**src/rtl/sfp_isqrt.sv**
```systemverilog
module sfp_isqrt #(
  parameter int unsigned ROOT_W = 33,
  parameter int unsigned SIDE_W = 8
) (
  input  logic                  clk_i,
  input  logic                  rst_ni,
  input  logic                  en_i,
  input  logic                  valid_i,
  input  logic [2*ROOT_W-1:0]   sum_i,
  input  logic [SIDE_W-1:0]     side_i,
  output logic                  valid_o,
  output logic [ROOT_W-1:0]     root_o,
  output logic [SIDE_W-1:0]     side_o
);

  localparam int unsigned SUM_W = 2 * ROOT_W;
  localparam int unsigned RW    = ROOT_W + 3;

  logic [SUM_W-1:0]  s_w    [ROOT_W+1];
  logic [RW-1:0]     rem_w  [ROOT_W+1];
  logic [ROOT_W-1:0] root_w [ROOT_W+1];
  logic [SIDE_W-1:0] side_w [ROOT_W+1];
  logic [ROOT_W:0]   vld_w;

  assign s_w[0]    = sum_i;
  assign rem_w[0]  = '0;
  assign root_w[0] = '0;
  assign side_w[0] = side_i;
  assign vld_w[0]  = valid_i;

  for (genvar i = 0; i < ROOT_W; i++) begin : g_stage
    logic [RW-1:0]     rem2, trial, rem_d;
    logic              ge;
    logic [SUM_W-1:0]  s_q;
    logic [RW-1:0]     rem_q;
    logic [ROOT_W-1:0] root_q;
    logic [SIDE_W-1:0] side_q;
    logic              vld_q;

    always_comb begin
      rem2  = {rem_w[i][RW-3:0], s_w[i][SUM_W-1 -: 2]};
      trial = RW'({root_w[i], 2'b01});
      ge    = rem2 >= trial;
      rem_d = ge ? rem2 - trial : rem2;
    end

    always_ff @(posedge clk_i or negedge rst_ni) begin
      if (!rst_ni) begin
        vld_q <= 1'b0;
      end else if (en_i) begin
        vld_q <= vld_w[i];
      end
    end

    always_ff @(posedge clk_i) begin
      if (en_i) begin
        s_q    <= {s_w[i][SUM_W-3:0], 2'b00};
        rem_q  <= rem_d;
        root_q <= {root_w[i][ROOT_W-2:0], ge};
        side_q <= side_w[i];
      end
    end

    assign s_w[i+1]    = s_q;
    assign rem_w[i+1]  = rem_q;
    assign root_w[i+1] = root_q;
    assign side_w[i+1] = side_q;
    assign vld_w[i+1]  = vld_q;
  end

  assign valid_o = vld_w[ROOT_W];
  assign root_o  = root_w[ROOT_W];
  assign side_o  = side_w[ROOT_W];

endmodule

```
**config.mk**
```make
export PLATFORM = sky130hd
export DESIGN_NAME = sfp_isqrt
export DESIGN_NICKNAME = d
export VERILOG_FILES = /design/src/rtl/sfp_isqrt.sv
export SDC_FILE = /design/constraint.sdc
export NUM_CORES = 2
export LEC_CHECK = 0
export ABC_CLOCK_PERIOD_IN_PS = 4100
export BUFFER_PORTS_ARGS = -buffer_cell sky130_fd_sc_hd__buf_2
export CORE_MARGIN = 8
export CORE_UTILIZATION = 64
export DETAILED_ROUTE_END_ITERATION = 10
export PLACE_DENSITY = 0.81
export SYNTH_ARGS = -nofsm -noshare
export SYNTH_HDL_FRONTEND = slang
export SYNTH_SLANG_ARGS = --single-unit
```
**constraint.sdc**
```tcl
create_clock -name clk_i -period 4.1 [get_ports clk_i]
set_clock_uncertainty 0.15 [all_clocks]
set_input_delay 0 -clock clk_i [delete_from_list [all_inputs] [get_ports clk_i]]
set_output_delay 0 -clock clk_i [all_outputs]
set_load 0.05 [all_outputs]
```
Yosys cells after proc, flatten, opt, wreduce, memory -nomap -nowiden --
Cells that the tools add are included.
Operators by class: order comparisons 33, $add $sub $neg 32, multiplexer cells 32
Operators by type and width (count):
- 2-to-1 mux 34 bit | 31
- >= comparator 36 x 10 -> 1 bit | 1
- >= comparator 36 x 11 -> 1 bit | 1
- >= comparator 36 x 12 -> 1 bit | 1
- >= comparator 36 x 13 -> 1 bit | 1
- >= comparator 36 x 14 -> 1 bit | 1
- >= comparator 36 x 15 -> 1 bit | 1
- >= comparator 36 x 16 -> 1 bit | 1
- >= comparator 36 x 17 -> 1 bit | 1
- >= comparator 36 x 18 -> 1 bit | 1
- >= comparator 36 x 19 -> 1 bit | 1
- >= comparator 36 x 20 -> 1 bit | 1
- >= comparator 36 x 21 -> 1 bit | 1
- >= comparator 36 x 22 -> 1 bit | 1
- >= comparator 36 x 23 -> 1 bit | 1
- >= comparator 36 x 24 -> 1 bit | 1
- >= comparator 36 x 25 -> 1 bit | 1
- >= comparator 36 x 26 -> 1 bit | 1
- >= comparator 36 x 27 -> 1 bit | 1
- >= comparator 36 x 28 -> 1 bit | 1
- >= comparator 36 x 29 -> 1 bit | 1
- >= comparator 36 x 3 -> 1 bit | 1
- >= comparator 36 x 30 -> 1 bit | 1
- >= comparator 36 x 31 -> 1 bit | 1
- 43 further kinds | 43
Word-level totals: register bits after elaboration 2971, output and inout port bits 42, input bits 78, logic and storage cells 261

Depth between registers and ports, before layout --
depth in word-level cells 2, depth in mapped cells 14, mapped depth without buffers 12

Worst setup path after synthesis --
No wires, ideal clock.
kind register to register, start point reg g_stage[4].rem_q[11], end point reg g_stage[5].rem_q[28], data pin, data arrival time 3374 ps, stages on the path, launching flop included 10, period minus slack after synthesis 3782 ps, setup time 258 ps, setup slack 318 ps, path through edfxtp_1 or4_4 or3_4 or3_4 or3_1 buf_2 or4_4 or3_4 or4_4 xnor2_2
Between the ends: longest elaborated chain between the ends 2, elaborated cells on any way between the ends 3
Ends and longest elaborated chain:
- from (decl) | RTL line 35 | logic [RW-1:0] rem_q;
- from (signal assigned) | RTL line 58 | rem_q <= rem_d;
- subtractor 34 x 7 -> 34 bit / >= comparator 36 x 7 -> 1 bit (equally long branches) | RTL line 44, 43
- 2-to-1 mux 34 bit * | RTL line 44 | rem_d = ge ? rem2 - trial : rem2;
- net g_stage[5].rem_d[28] | RTL line 32 | logic [RW-1:0] rem2, trial, rem_d;
- to (signal assigned) | RTL line 58
- to (decl) | RTL line 35
The timed path passes the listed nets; every way through them passes the cells marked *. A chain may end at the register's enable or synchronous reset.

Worst setup path in the final report --
start point reg g_stage[1].rem_q[32], end point reg g_stage[2].rem_q[27], data pin
Between the ends: longest elaborated chain between the ends 2
Ends and longest elaborated chain:
- from (decl) | RTL line 35
- from (signal assigned) | RTL line 58
- >= comparator 36 x 4 -> 1 bit | RTL line 43 | ge = rem2 >= trial;
- 2-to-1 mux 34 bit | RTL line 44
- net g_stage[2].rem_d[27] | RTL line 32
- to (signal assigned) | RTL line 58
- to (decl) | RTL line 35
The timed path passes the listed nets, and every way through them passes these cells.

==> impl_metrics.toml <==
[critical_path]
worstReg2RegEnd = "g_stage[2].rem_q[27]$_DFFE_PP_"
reg2reg_from = "g_stage[1].rem_q[32]$_DFFE_PP_"
crit_slowest_cell = "or4_1"
ff2ff_setup_slack_ps = 30
worstPathArrival_ps = 4590
critPathCaptureType = "flip-flop"
cpPeakStageDelay_ps = 610
required_ps = 4630
critical_path.startpoint_type = "flip-flop"
crit_top_cell = "nand4_1"
path_cells = "nor4_1 > buf_4 > nand4_1 > nand4_1 > or3_4 > and3b_1 > nand2_1 > or3_1 > or4_1 > xnor2_1"
path_delay_family = "simple AND/OR/NAND/NOR gates"
crit_type = "reg2reg"
ff2ff_path_depth = 10
path_max_fanout = 10
cp_num_buf_inv = 1

[yosys]
synth-simple-area-share_pct = 9.18
synth_cell_types = 85
synthArstFlopShare_pct = 1.12
ys_ff_latch = 2951
syn-num-nets = 10600
synth_top_family_by_area = "compound AO/OA/AOI/OAI gates"
muxShareOfSynthArea_pct = 1.01
ys_warn_count = 0
synth_cells = 9954
synthFlopType = "edfxtp_1"
avgSynthCellArea_um2 = 13.4
synth-compound-area-share_pct = 9.27
synth_enable_flop_cells = 2918
yosysSeqAreaShare_pct = 66.5
synthXorXnorAreaFrac_pct = 5.70
syn_area_um2 = 133000
synth_fa_ha_area_share_pct = 5.61

[cts]
cts_htree_levels = 5
clk_path_buf_depth = 4
cts_buffers = 316
cts_tree = "yes"
cts-root-buf = "clkbuf_16"
clk_pin_slew_ps = 60
insertion_delay_ps = 960
clkSinkCount = 2951

[floorplan]
die_h_um = 472
design.core.area_um2 = 207000
rows = 167
dieArea_um2 = 223000
initial_utilization_pct = 64.3
io_pins = 120
fp.dieW_um = 472

[min_path]
whs_path_depth = 2
worstHoldStart = "en_i"
hold_path_class = "in2reg"
min_delay_worst_endpoint = "g_stage[0].s_q[38]$_DFFE_PP_"

[grt]
grt_pass1_vias = 80000
grt_max_degree = 148
grtUsageTotal_pct = 24.5
antenna_found_initial = 4
grt_pass1_wl_um = 438000
overflow = 0

[sta]
hold_viol = 0
fin_hold_ws_ps = 41.5
worstMarginPinSlew_ps = 905
finalCritPeriodShare_pct = 99.2
setup_viol = 0
final_max_slew_viol_count = 0
max-slew-margin-rel_pct = 39.1
fin_crit_ps = 4070
rsz0062_at_grt = "false"
fmax_mhz = 246
setup_tns_ps = 0

[power]
combPwrFrac_pct = 20.5
switching_power_mw = 23.9
p_leak_nw = 57.0
power.share.clock_pct = 31.9
ir_drop_uv = 515
intPower_mw = 61.3
power_frac_seq_pct = 47.6
power_density_nw_per_um2 = 571
swShare_pct = 28.1

[route]
drt-wirelength-per-cell_um = 20.8
drtPass1Iterations = 6
dr.first_iter.drc_count = 7234
wirelength_um = 280000
drc_errors = 0
vias_per_cell = 6.00
drtAntennaViolNets = 0
num_vias = 80700

[placement]
io_buffers = 119
place_area_um2 = 138000
hpwl_um = 189000
routabilityCongestion = 0.934

[job]
maxCapViolations = 0

[cells_and_area]
area_growth_pct = 12.3
layout_commonest_cell = "edfxtp_1"
fin_nets = 11200
layout_common_cells = "edfxtp_1 (2,918), inv_1 (758), nand2_1 (671)"
final_core_utilization_pct = 72.2
final_area_um2 = 149000
diodes = 0
drive_gt1_share_pct = 8.60

[outcome]
status = "finished clean"
cells by family (layout without fill, tap and decap cells):
group,count (synthesis),count (layout)
adders and majority gates,596,596
and+or+nand+nor,2472,2472
AOI/OAI and AO/OA,1997,1997
xor gates and xnor gates,865,865
DFF,2951,2951
buffers and inverters,952,1750
muxes,120,120
other,1,1
state kept, by name (all words and copies together), names as in the netlist:
| name | count |
|---|---|
| g_stage.rem_q | 1037 |
| g_stage.root_q | 528 |
| g_stage.s_q | 1056 |
| g_stage.side_q | 256 |
| g_stage.vld_q | 32 |
| root_o | 33 |
| side_o | 8 |
| valid_o | 1 |
worst reg2reg max path: cells and delay by family (launching register included):
kind,cells,cell delay [ps]
XOR/XNOR,1,200
buffers and inverters,1,220
flip-flops,1,490
AND/OR/NAND/NOR,8,2740
stage by stage:
step | setup WS (ps) | cells | total power, mW
global route | 6.64 | 13500 | 89.1
finish | 34.3 | 13500 | 85.3
CTS | 162 | 13500 | 85.6
floorplan | 318 | 9954 | 52.6
detailed placement | 217 | 12800 | 58.1
global placement | 172 | 12800 | 57.7
Yosys cell counts (all sizes together), types with 15 or more instances:
library cell / n / area (um^2)
a2111oi: 15 / 131
a211o: 18 / 158
a211oi: 67 / 508
a21boi: 25 / 188
a21o: 230 / 1730
a21oi: 637 / 3190
a221oi: 16 / 140
a31oi: 49 / 307
and2: 34 / 213
and3: 78 / 488
buf: 18 / 71.3
clkbuf: 176 / 661
dfrtp: 33 / 826
edfxtp: 2918 / 87600
ha: 596 / 7460
inv: 758 / 2850
mux2: 109 / 1230
nand2: 671 / 2520
nand2b: 117 / 732
nand3: 149 / 746
nand4: 109 / 682
nor2: 558 / 2090
nor2b: 84 / 526
nor3: 220 / 1100
nor3b: 19 / 143
nor4: 149 / 938
o211ai: 44 / 330
o21a: 100 / 751
o21ai: 524 / 2620
o21bai: 53 / 398
o31ai: 64 / 480
o41ai: 18 / 158
or2: 46 / 288
or3: 120 / 767
or4: 61 / 469
xnor2: 444 / 3900
xor2: 421 / 3690
worst max path at each step:
stage	start	to	slack, ps	depth (start not counted)
floorplan	g_stage[4].rem_q[11]$_DFFE_PP_	g_stage[5].rem_q[28]$_DFFE_PP_	320	9
global route	g_stage[1].rem_q[5]$_DFFE_PP_	g_stage[2].rem_q[31]$_DFFE_PP_	7	9
detailed placement	g_stage[25].root_q[23]$_DFFE_PP_	g_stage[26].rem_q[15]$_DFFE_PP_	220	13
finish	g_stage[1].rem_q[32]$_DFFE_PP_	g_stage[2].rem_q[27]$_DFFE_PP_	30	10
global placement	g_stage[25].root_q[23]$_DFFE_PP_	g_stage[26].rem_q[14]$_DFFE_PP_	170	13
CTS	g_stage[1].rem_q[32]$_DFFE_PP_	g_stage[2].rem_q[27]$_DFFE_PP_	160	10
final cells by class:
class	count	area, um^2
sequential	2951	88400
fill	13200	57600
multi-input combinational	6051	41000
clock buffer	381	8240
timing repair buffer	447	3820
tap	2704	3380
inverter	758	2850
clock inverter	164	1550
what timing repair did:
item / in CTS / in global routing
setup endpoints to repair: 0 / 16
resized for setup: 0 / 5
hold endpoints to repair: 1985 / 0
buffers inserted: 0 / 3
hold buffers: 156 / 0
power groups by stage:
| stage | logic, mW | registers, mW | clock network [mW] |
|---|---|---|---|
| floorplan | 12.5 | 40.1 | 0 |
| CTS | 17.3 | 40.6 | 27.7 |
| finish | 17.5 | 40.6 | 27.2 |
| detailed placement | 17.0 | 41.1 | 0 |
| global route | 19.3 | 41.0 | 28.8 |
| global placement | 16.7 | 41.0 | 0 |
routing by layer:
layer / wire length (um) / global-route usage, % / share of wire (%) / up-vias
li1: - / - / - / 38100
met4: 11200 / 8.90 / 4.0 / 0
met3: 13600 / 2.97 / 4.9 / 720
met2: 140000 / 42.9 / 50 / 2673
met1: 115000 / 31.6 / 41 / 39200
met5: 0 / 0 / 0 / -
Note: power is estimated with default switching activity, not from simulation.
